`src/bal_pkg.sv`:
```
`default_nettype none

package bal_pkg;

  // Default list capacity
  localparam int CAPACITY_DEF = 8;

  // Field widths fixed by the interface
  localparam int OP_W   = 4;
  localparam int VAL_W  = 32;
  localparam int POS_W  = 8;
  localparam int ROT_W  = 8;
  localparam int STAT_W = 3;
  localparam int FIDX_W = 3;
  localparam int LCNT_W = 4;

  typedef enum logic [OP_W-1:0] {
    OP_INS_FRONT = 4'd0,
    OP_INS_BACK  = 4'd1,
    OP_INS_AT    = 4'd2,
    OP_DEL_FRONT = 4'd3,
    OP_DEL_BACK  = 4'd4,
    OP_DEL_AT    = 4'd5,
    OP_SEARCH    = 4'd6,
    OP_DISPLAY   = 4'd7,
    OP_ROTATE    = 4'd8
  } op_t;

  typedef enum logic [STAT_W-1:0] {
    ST_OK       = 3'd0,
    ST_FULL     = 3'd1,
    ST_EMPTY    = 3'd2,
    ST_BADPOS   = 3'd3,
    ST_NOTFOUND = 3'd4
  } status_t;

  typedef logic [FIDX_W-1:0] fidx_t;
  typedef logic [LCNT_W-1:0] lcnt_t;

  // One result item as it leaves the core
  typedef struct packed {
    status_t                  status;
    fidx_t                    found_index;
    logic signed [VAL_W-1:0]  out_value;
    lcnt_t                    list_count;
    logic                     last;
  } res_t;

  // Kind of bank-to-bank copy pass
  typedef enum logic [1:0] {
    K_INS,
    K_DEL,
    K_ROT
  } kind_t;

  typedef enum logic [2:0] {
    S_IDLE,
    S_MOD,
    S_COPY,
    S_SRCH,
    S_DISP_RD,
    S_DISP_EMIT,
    S_DONE
  } core_state_t;

endpackage

`default_nettype wire

```
`src/bal_mod.sv`:
```
`default_nettype none

// Restoring remainder unit: one dividend bit per cycle
module bal_mod #(
  parameter int CAPACITY = bal_pkg::CAPACITY_DEF
) (
  input  wire logic                        clk,
  input  wire logic                        rst,
  input  wire logic                        start,
  input  wire logic [bal_pkg::ROT_W-1:0]   dividend,
  input  wire logic [$clog2(CAPACITY+1)-1:0] divisor,
  output logic                             done,
  output logic [$clog2(CAPACITY+1)-1:0]    rem
);

  localparam int CW     = $clog2(CAPACITY + 1);
  localparam int STEP_W = $clog2(bal_pkg::ROT_W + 1);
  localparam logic [STEP_W-1:0] LAST_STEP = STEP_W'(bal_pkg::ROT_W - 1);

  logic                      busy;
  logic [STEP_W-1:0]         step;
  logic [bal_pkg::ROT_W-1:0] q;
  logic [CW-1:0]             r;
  logic [CW-1:0]             dvs;
  logic [CW:0]               trial;
  logic [CW-1:0]             r_next;

  // Shift in the next dividend bit, subtract when it fits
  always_comb begin
    trial = {r, q[bal_pkg::ROT_W-1]};
    if (trial >= {1'b0, dvs}) begin
      r_next = CW'(trial - {1'b0, dvs});
    end else begin
      r_next = trial[CW-1:0];
    end
  end

  always_ff @(posedge clk) begin
    if (rst) begin
      busy <= 1'b0;
      done <= 1'b0;
    end else begin
      done <= busy && (step == LAST_STEP);
      if (start) begin
        busy <= 1'b1;
      end else if (busy && (step == LAST_STEP)) begin
        busy <= 1'b0;
      end
    end
  end

  always_ff @(posedge clk) begin
    if (start) begin
      step <= '0;
      q    <= dividend;
      r    <= '0;
      dvs  <= divisor;
    end else if (busy) begin
      step <= step + STEP_W'(1);
      q    <= {q[bal_pkg::ROT_W-2:0], 1'b0};
      r    <= r_next;
    end
  end

  assign rem = r;

endmodule

`default_nettype wire

```
`src/bal_core.sv`:
```
`default_nettype none

// Sequencer, two-bank element store and shared index adder
module bal_core #(
  parameter int CAPACITY = bal_pkg::CAPACITY_DEF
) (
  input  wire logic                              clk,
  input  wire logic                              rst,
  input  wire logic                              in_valid,
  output logic                                   in_ready,
  input  wire logic [bal_pkg::OP_W-1:0]          op,
  input  wire logic signed [bal_pkg::VAL_W-1:0]  item_value,
  input  wire logic [bal_pkg::POS_W-1:0]         position,
  input  wire logic [bal_pkg::ROT_W-1:0]         rotate_amount,
  output logic                                   res_valid,
  input  wire logic                              res_ready,
  output bal_pkg::res_t                          res
);

  localparam int IW        = $clog2(CAPACITY);
  localparam int CW        = $clog2(CAPACITY + 1);
  localparam int AW        = IW + 1;
  localparam int MEM_DEPTH = 2 ** AW;
  localparam int CMP_W     = bal_pkg::POS_W + 1;
  localparam logic [CW-1:0] CAP_C = CW'(CAPACITY);

  bal_pkg::core_state_t state, state_next;
  bal_pkg::kind_t       kind, kind_next;
  bal_pkg::status_t     st, st_next;

  logic                        act, act_next;
  logic [CW-1:0]               count, count_next;
  logic [CW-1:0]               j, j_next;
  logic [CW-1:0]               len, len_next;
  logic [CW-1:0]               idx, idx_next;
  logic [CW-1:0]               off, off_next;
  logic [IW-1:0]               fidx, fidx_next;
  logic signed [bal_pkg::VAL_W-1:0] value, value_next;

  logic                        p_valid, p_valid_next;
  logic [IW-1:0]               p_dst, p_dst_next;
  logic                        p_useval, p_useval_next;
  logic                        chk_valid, chk_valid_next;
  logic [IW-1:0]               chk_idx, chk_idx_next;

  logic [bal_pkg::VAL_W-1:0]   mem [MEM_DEPTH];
  logic [bal_pkg::VAL_W-1:0]   rdata;
  logic [AW-1:0]               rd_addr;

  logic                        mod_start;
  logic                        mod_done;
  logic [CW-1:0]               mod_rem;

  logic [CW:0]                 addend;
  logic [CW:0]                 sum;
  logic [CW:0]                 src;
  logic [CMP_W-1:0]            pos_x;
  logic [CMP_W-1:0]            cnt_x;
  logic [CW-1:0]               j_p1;
  logic                        disp_last;

  bal_mod #(
    .CAPACITY (CAPACITY)
  ) u_mod (
    .clk      (clk),
    .rst      (rst),
    .start    (mod_start),
    .dividend (rotate_amount),
    .divisor  (count),
    .done     (mod_done),
    .rem      (mod_rem)
  );

  // Shared adder: source index of the copy pass for destination j
  always_comb begin
    addend = '0;
    case (kind)
      bal_pkg::K_INS: begin
        if (j > idx) begin
          addend = '1;
        end
      end
      bal_pkg::K_DEL: begin
        if (j >= idx) begin
          addend = (CW+1)'(1);
        end
      end
      bal_pkg::K_ROT: begin
        addend = {1'b0, off};
      end
      default: begin
        addend = '0;
      end
    endcase
    sum = {1'b0, j} + addend;
    if ((kind == bal_pkg::K_ROT) && (sum >= {1'b0, count})) begin
      src = sum - {1'b0, count};
    end else begin
      src = sum;
    end
  end

  assign pos_x     = CMP_W'(position);
  assign cnt_x     = CMP_W'(count);
  assign j_p1      = j + CW'(1);
  assign disp_last = (j_p1 == count);

  // Sequencer: next state, counters and result
  always_comb begin
    state_next     = state;
    kind_next      = kind;
    st_next        = st;
    act_next       = act;
    count_next     = count;
    j_next         = j;
    len_next       = len;
    idx_next       = idx;
    off_next       = off;
    fidx_next      = fidx;
    value_next     = value;
    p_valid_next   = 1'b0;
    p_dst_next     = p_dst;
    p_useval_next  = 1'b0;
    chk_valid_next = chk_valid;
    chk_idx_next   = chk_idx;
    rd_addr        = {act, j[IW-1:0]};
    mod_start      = 1'b0;
    in_ready       = 1'b0;
    res_valid      = 1'b0;
    res.status      = st;
    res.found_index = bal_pkg::fidx_t'(fidx);
    res.out_value   = '0;
    res.list_count  = bal_pkg::lcnt_t'(count);
    res.last        = 1'b1;

    case (state)
      bal_pkg::S_IDLE: begin
        in_ready = 1'b1;
        if (in_valid) begin
          value_next     = item_value;
          chk_valid_next = 1'b0;
          j_next         = '0;
          fidx_next      = '0;
          st_next        = bal_pkg::ST_OK;
          state_next     = bal_pkg::S_DONE;
          case (bal_pkg::op_t'(op))
            bal_pkg::OP_INS_FRONT, bal_pkg::OP_INS_BACK, bal_pkg::OP_INS_AT: begin
              if (count >= CAP_C) begin
                st_next = bal_pkg::ST_FULL;
              end else if ((bal_pkg::op_t'(op) == bal_pkg::OP_INS_AT) &&
                           ((position == '0) || (pos_x > cnt_x + CMP_W'(1)))) begin
                st_next = bal_pkg::ST_BADPOS;
              end else begin
                kind_next  = bal_pkg::K_INS;
                len_next   = count + CW'(1);
                state_next = bal_pkg::S_COPY;
                if (bal_pkg::op_t'(op) == bal_pkg::OP_INS_FRONT) begin
                  idx_next = '0;
                end else if (bal_pkg::op_t'(op) == bal_pkg::OP_INS_BACK) begin
                  idx_next = count;
                end else begin
                  idx_next = CW'(position - bal_pkg::POS_W'(1));
                end
              end
            end
            bal_pkg::OP_DEL_FRONT, bal_pkg::OP_DEL_BACK, bal_pkg::OP_DEL_AT: begin
              if (count == '0) begin
                st_next = bal_pkg::ST_EMPTY;
              end else if ((bal_pkg::op_t'(op) == bal_pkg::OP_DEL_AT) &&
                           ((position == '0) || (pos_x > cnt_x))) begin
                st_next = bal_pkg::ST_BADPOS;
              end else begin
                kind_next  = bal_pkg::K_DEL;
                len_next   = count - CW'(1);
                state_next = bal_pkg::S_COPY;
                if (bal_pkg::op_t'(op) == bal_pkg::OP_DEL_FRONT) begin
                  idx_next = '0;
                end else if (bal_pkg::op_t'(op) == bal_pkg::OP_DEL_BACK) begin
                  idx_next = count - CW'(1);
                end else begin
                  idx_next = CW'(position - bal_pkg::POS_W'(1));
                end
              end
            end
            bal_pkg::OP_SEARCH: begin
              state_next = bal_pkg::S_SRCH;
            end
            bal_pkg::OP_DISPLAY: begin
              if (count == '0) begin
                st_next = bal_pkg::ST_EMPTY;
              end else begin
                state_next = bal_pkg::S_DISP_RD;
              end
            end
            bal_pkg::OP_ROTATE: begin
              if (count == '0) begin
                st_next = bal_pkg::ST_EMPTY;
              end else begin
                mod_start  = 1'b1;
                state_next = bal_pkg::S_MOD;
              end
            end
            default: begin
              st_next = bal_pkg::ST_OK;
            end
          endcase
        end
      end

      // Wait for the rotate amount reduced modulo count
      bal_pkg::S_MOD: begin
        if (mod_done) begin
          if (mod_rem == '0) begin
            state_next = bal_pkg::S_DONE;
          end else begin
            kind_next  = bal_pkg::K_ROT;
            off_next   = count - mod_rem;
            len_next   = count;
            state_next = bal_pkg::S_COPY;
          end
        end
      end

      // Copy the active bank into the other one, one element per cycle
      bal_pkg::S_COPY: begin
        if (j < len) begin
          rd_addr       = {act, src[IW-1:0]};
          p_valid_next  = 1'b1;
          p_dst_next    = j[IW-1:0];
          p_useval_next = (kind == bal_pkg::K_INS) && (j == idx);
          j_next        = j_p1;
        end else begin
          act_next   = ~act;
          state_next = bal_pkg::S_DONE;
          if (kind == bal_pkg::K_INS) begin
            count_next = count + CW'(1);
          end else if (kind == bal_pkg::K_DEL) begin
            count_next = count - CW'(1);
          end
        end
      end

      // Read one element per cycle, compare it in the next cycle
      bal_pkg::S_SRCH: begin
        if (chk_valid && (rdata == value)) begin
          fidx_next      = chk_idx;
          st_next        = bal_pkg::ST_OK;
          chk_valid_next = 1'b0;
          state_next     = bal_pkg::S_DONE;
        end else if (j < count) begin
          chk_valid_next = 1'b1;
          chk_idx_next   = j[IW-1:0];
          j_next         = j_p1;
        end else if (chk_valid) begin
          chk_valid_next = 1'b0;
        end else begin
          st_next    = bal_pkg::ST_NOTFOUND;
          state_next = bal_pkg::S_DONE;
        end
      end

      bal_pkg::S_DISP_RD: begin
        state_next = bal_pkg::S_DISP_EMIT;
      end

      // Hold the element until the output stage takes it
      bal_pkg::S_DISP_EMIT: begin
        res_valid       = 1'b1;
        res.status      = bal_pkg::ST_OK;
        res.found_index = '0;
        res.out_value   = rdata;
        res.last        = disp_last;
        if (res_ready) begin
          j_next     = j_p1;
          state_next = disp_last ? bal_pkg::S_IDLE : bal_pkg::S_DISP_RD;
        end
      end

      bal_pkg::S_DONE: begin
        res_valid = 1'b1;
        if (res_ready) begin
          state_next = bal_pkg::S_IDLE;
        end
      end

      default: begin
        state_next = bal_pkg::S_IDLE;
      end
    endcase
  end

  always_ff @(posedge clk) begin
    if (rst) begin
      state     <= bal_pkg::S_IDLE;
      act       <= 1'b0;
      count     <= '0;
      p_valid   <= 1'b0;
      chk_valid <= 1'b0;
    end else begin
      state     <= state_next;
      act       <= act_next;
      count     <= count_next;
      p_valid   <= p_valid_next;
      chk_valid <= chk_valid_next;
    end
  end

  always_ff @(posedge clk) begin
    kind     <= kind_next;
    st       <= st_next;
    j        <= j_next;
    len      <= len_next;
    idx      <= idx_next;
    off      <= off_next;
    fidx     <= fidx_next;
    value    <= value_next;
    p_dst    <= p_dst_next;
    p_useval <= p_useval_next;
    chk_idx  <= chk_idx_next;
  end

  // Element store: registered read, write into the inactive bank
  always_ff @(posedge clk) begin
    rdata <= mem[rd_addr];
    if (p_valid) begin
      mem[{~act, p_dst}] <= p_useval ? value : rdata;
    end
  end

  a_count_bound: assert property (@(posedge clk) disable iff (rst)
    count <= CAP_C)
    else $error("list count exceeds capacity");

  a_accept_leaves_idle: assert property (@(posedge clk) disable iff (rst)
    (in_valid && in_ready) |=> (state != bal_pkg::S_IDLE))
    else $error("accepted item did not start");

  a_bank_flip: assert property (@(posedge clk) disable iff (rst)
    (!$past(rst) && !$stable(act)) |-> $past(state == bal_pkg::S_COPY))
    else $error("bank switched outside a copy pass");

  a_count_change: assert property (@(posedge clk) disable iff (rst)
    (!$past(rst) && !$stable(count)) |-> $past(state == bal_pkg::S_COPY))
    else $error("count changed outside a copy pass");

  a_mod_done: assert property (@(posedge clk) disable iff (rst)
    mod_done |-> (state == bal_pkg::S_MOD))
    else $error("remainder finished while not waiting for it");

endmodule

`default_nettype wire

```
`src/bounded_array_list_engine.sv`:
```
// Bounded array list engine.
// Input channel (in_valid/in_ready) carries op, item_value, position and
// rotate_amount; one transfer is one list operation. The output channel
// (out_valid/out_ready) carries status, found_index, out_value, list_count
// and last. Every operation yields one result with last set, except a
// display of a non-empty list, which yields count results in list order.
// One item at a time: in_ready is high only while the sequencer is idle.
// Per item: inserts and deletes run one copy pass; search reads until a
//   match or the end of the list; display reads and emits each element;
//   rotate runs the 8-step remainder unit, then one copy pass, or goes
//   straight to the result when the amount is a multiple of the count;
//   errors and unused codes go straight to the result. The result reaches
//   the ports through the output register.
// Inserts, deletes and rotates copy the list between two memory banks,
// one element per cycle over the single read and write port.
// Reset empties the list; element storage needs no clearing.
// A stalled receiver holds the output register; the sequencer then waits,
// and the next item is taken as soon as the last result sits in that register.
`default_nettype none

module bounded_array_list_engine #(
  parameter int CAPACITY = bal_pkg::CAPACITY_DEF
) (
  input  wire logic                              clk,
  input  wire logic                              rst,
  input  wire logic                              in_valid,
  output logic                                   in_ready,
  input  wire logic [bal_pkg::OP_W-1:0]          op,
  input  wire logic signed [bal_pkg::VAL_W-1:0]  item_value,
  input  wire logic [bal_pkg::POS_W-1:0]         position,
  input  wire logic [bal_pkg::ROT_W-1:0]         rotate_amount,
  output logic                                   out_valid,
  input  wire logic                              out_ready,
  output logic [bal_pkg::STAT_W-1:0]             status,
  output logic [bal_pkg::FIDX_W-1:0]             found_index,
  output logic signed [bal_pkg::VAL_W-1:0]       out_value,
  output logic [bal_pkg::LCNT_W-1:0]             list_count,
  output logic                                   last
);

  logic          res_valid;
  logic          res_ready;
  bal_pkg::res_t res;
  bal_pkg::res_t out_q;

  bal_core #(
    .CAPACITY (CAPACITY)
  ) u_core (
    .clk           (clk),
    .rst           (rst),
    .in_valid      (in_valid),
    .in_ready      (in_ready),
    .op            (op),
    .item_value    (item_value),
    .position      (position),
    .rotate_amount (rotate_amount),
    .res_valid     (res_valid),
    .res_ready     (res_ready),
    .res           (res)
  );

  // Output register: load when empty or being drained
  assign res_ready = !out_valid || out_ready;

  always_ff @(posedge clk) begin
    if (rst) begin
      out_valid <= 1'b0;
    end else if (res_ready) begin
      out_valid <= res_valid;
    end
  end

  always_ff @(posedge clk) begin
    if (res_ready && res_valid) begin
      out_q <= res;
    end
  end

  assign status      = out_q.status;
  assign found_index = out_q.found_index;
  assign out_value   = out_q.out_value;
  assign list_count  = out_q.list_count;
  assign last        = out_q.last;

endmodule

`default_nettype wire
```
`config.mk`:
```
export PLATFORM = sky130hd
export DESIGN_NAME = bounded_array_list_engine
export DESIGN_NICKNAME = d
export VERILOG_FILES = /design/src/bal_pkg.sv /design/src/bal_mod.sv /design/src/bal_core.sv /design/src/bounded_array_list_engine.sv
export SDC_FILE = /design/constraint.sdc
export NUM_CORES = 1
export LEC_CHECK = 0
export CAP_MARGIN = 20
export CORE_ASPECT_RATIO = 1.5
export CORE_MARGIN = 2
export CORE_UTILIZATION = 60
export DETAILED_ROUTE_END_ITERATION = 8
export DONT_BUFFER_PORTS = 1
export GPL_ROUTABILITY_DRIVEN = 0
export MAX_ROUTING_LAYER = met4
export PLACE_DENSITY = 0.76
export SYNTH_ARGS = -nofsm -noshare
export SYNTH_HDL_FRONTEND = slang
export SYNTH_SLANG_ARGS = --single-unit
export TNS_END_PERCENT = 20
```
`constraint.sdc`:
```
create_clock -name clk -period 9.5 [get_ports clk]
set_input_delay 0.95 -clock clk [delete_from_list [all_inputs] [get_ports clk]]
set_output_delay 0.95 -clock clk [all_outputs]
set_load 0.01 [all_outputs]
```
==> flow_metrics.env <==
export IMPL_status="finished, final reports clean"
export IMPL_met3_usage_pct=3.71
export IMPL_p_leak_nw=10.5
export IMPL_post_dp_hpwl_um=36300
export IMPL_netlist_instances=1844
export IMPL_n_antenna_cell=0
export IMPL_setup_viol=0
export IMPL_die_h_um=267
export IMPL_hold_ws_ps=404
export IMPL_period_minus_slack_ps=6000
export IMPL_io_buffer_count=0
export IMPL_crit_path_end="u_core.rdata[31]"
export IMPL_multi_input_area_mm2=0.00734
export IMPL_grt_start_max_net_pins=154
export IMPL_ant_nets=0
export IMPL_vias=16144
export IMPL_grtUsageMet1_pct=35.5
export IMPL_cts_sinks=683
export IMPL_rr_endpoint="u_core.rdata[31]"
export IMPL_r2r_start="u_core.j[1]"
export IMPL_syn2layout_area_growth_pct=9.96
export IMPL_core_area_mm2=0.0458
export IMPL_crit_arrival_ps=6550
export IMPL_cts_max_path_buffers=3
export IMPL_synth_cell_type_count=64
export IMPL_met2_usage_pct=46.0
export IMPL_synth_top_flop_cell="edfxtp_1"
export IMPL_clkTransAtPathRegs_ps=70
export IMPL_die_area_mm2=0.0480
export IMPL_start_util_pct=60.6
export IMPL_firstDrtPassIters=5
export IMPL_clk_latency_ps=610
export IMPL_vias_per_cell=6.51
export IMPL_hold_viol_final=0
export IMPL_skew_ps=12.9
export IMPL_fin_crit_sh_pct=63.2
export IMPL_dp_cells=2370
export IMPL_critPathMaxFanout=87
export IMPL_fp_dieW_um=180
export IMPL_fillCellCount=3027
export IMPL_wirelength_um=66000
export IMPL_antenna_found_initial=1
export IMPL_drc_errors=0
export IMPL_synth_nets=1945
export IMPL_worst_pin_slew_ps=1180
export IMPL_synthArstFlopShare_pct=0
export IMPL_grt_total_usage_pct=28.0
export IMPL_final_net_count=1944
export IMPL_hold_path_class="input pin to flop"
export IMPL_max_vdd_ir_drop_mv=0.368
export IMPL_synth_top_area_cell="edfxtp_1"
export IMPL_startpoint_type="flop"
export IMPL_placed_area_mm2=0.0285
export IMPL_cp_required_ps=10050
export IMPL_rrSetupSlack_ps=3500
export IMPL_overflow=0
export IMPL_grt_pass1_wl_um=97500
export IMPL_maxCapViolations=0
export IMPL_num_rows=96
export IMPL_synth_edf_count=629
export IMPL_finalInstanceArea_mm2=0.0305
export IMPL_synth_top_area_share_pct=68.1
export IMPL_crit_type="flop to flop"
export IMPL_rsz0062_at_grt="no"
export IMPL_post_cts_buffers=0
export IMPL_root_buffer="clkbuf_16"
export IMPL_power_density_mw_per_mm2=327
export IMPL_avgSynthCellArea_um2=15.1
export IMPL_drt_iter0_drc=1868
export IMPL_cts_tree="done"
export IMPL_slew_headroom_pct=20.7
export IMPL_slew_viol_final=0
export IMPL_wire_per_inst_um=26.6
export IMPL_synth_seq_cells=683
export IMPL_syn_area_mm2=0.0278
export IMPL_post_cts_resized=0
export IMPL_busiest_layer="met2"
export IMPL_final_instance_count_excl_fill=2481
export IMPL_crit_path_start="u_core.j[1]"
export IMPL_cts_hold_buf=0
export IMPL_ys_seq_area_share_pct=71.9
export IMPL_yosys_warnings=0
export IMPL_setup_tns_ps=0
export IMPL_cts_buffers=58
export IMPL_power_mw=9.99
export IMPL_reg2reg_depth=18
export IMPL_grt_pass1_vias=16130
export IMPL_drive_gt1_share_pct=10.7
export IMPL_end_kind="flop"
export IMPL_h_tree_depth=2
export IMPL_io_pins=101
export IMPL_ff_latch_area_mm2=0.0200
export IMPL_synth_area_leaders="edfxtp_1 (68%), mux2i_1 (4.9%), a32oi_1 (3.9%)"
export IMPL_max_freq_mhz=167
[worst max-delay path: stages (launching register included)]
cell and delay (ps):
edfxtp_1 570, ha_1 370, a21oi_1 130, o21ai_0 110, mux2i_1 140, o21ai_0 100, ha_1 230, fa_1 440
xor2_1 180, ha_1 320, o21ai_0 80, nand2b_1 120, a221oi_2 90, nor4_1 790, or3_4 1000, buf_4 580
nand2_1 120, a32oi_1 240, and4_1 240
[final cells by class]
type                    count  share of cell area (%)
repair buffers             34                   0.943
clock buffers              78                    5.24
inverters                  41                   0.504
well taps                 588                    2.41
flip-flops and latches    683                    65.4
multi-input cells        1025                    24.1
clock inverters            32                    1.42
[report_power, final]
group / total, mW / leakage [nW] / switching, mW / internal, mW
logic: 3.25 / 3.41 / 2.14 / 1.12
registers: 4.23 / 6.10 / 0.275 / 3.95
clock network: 2.51 / 0.999 / 1.05 / 1.46
[worst min-delay path by stage]
stage                          from               to  slack [ps]  depth (start not counted)
global placement     u_core.fidx[0]   found_index[0]         500                          1
floorplan           u_core.count[3]    list_count[3]         420                          0
CTS                             rst  u_core.count[2]         390                          1
detailed placement     u_core.st[2]        status[2]         510                          1
global route                    rst  u_core.count[0]         380                          1
finish                          rst  u_core.count[2]         400                          1
[state kept, by name, summed over array words and instances, names as in the netlist, 8 cells and up]
name            cells
u_core.value       32
u_core.u_mod.q      8
u_core.mem        512
u_core.rdata       32
out_value          32
[stage by stage]
step	setup slack, ps	util (%)
final	3500	66.7
after global routing	3080	66.7
after CTS	3630	66.6
after detailed placement	3680	62.2
after global placement	3880	62.2
after floorplan	5110	-
[per-layer routing]
metal  part of all wire [%]  vias up
met1                     38     8050
met2                     49      882
met5                      0        -
li1                       -     7028
met3                    8.3      184
met4                    4.2        0
[synth_stat cells (all sizes together), types with 40 or more instances]
library cell,count
dfxtp,54
nor2,59
and2,46
edfxtp,629
buf,48
nand2,277
xor2,41
clkbuf,47
a32oi,124
mux2,40
mux2i,137
ha,41
[cell usage in the layout, fill, tap and decap left out, drive strengths merged, types with 33 or more instances in the layout]
cell type and n:
buf 34, xor2 41, mux2i 137, edfxtp 629, and2 46, clkbuf 78
nand2 277, nor2 59, a32oi 124, ha 41, inv 42, dfxtp 54
mux2 40, a21oi 33
[cells by family after synthesis]
logic type | share of synthesized area, %
compound gates | 6.58
xor+xnor | 1.92
flops | 71.9
mux | 6.56
buf+inv | 2.19
simple gates | 8.66
fa+ha+maj | 2.14
Power figures use the tool's default switching activity.
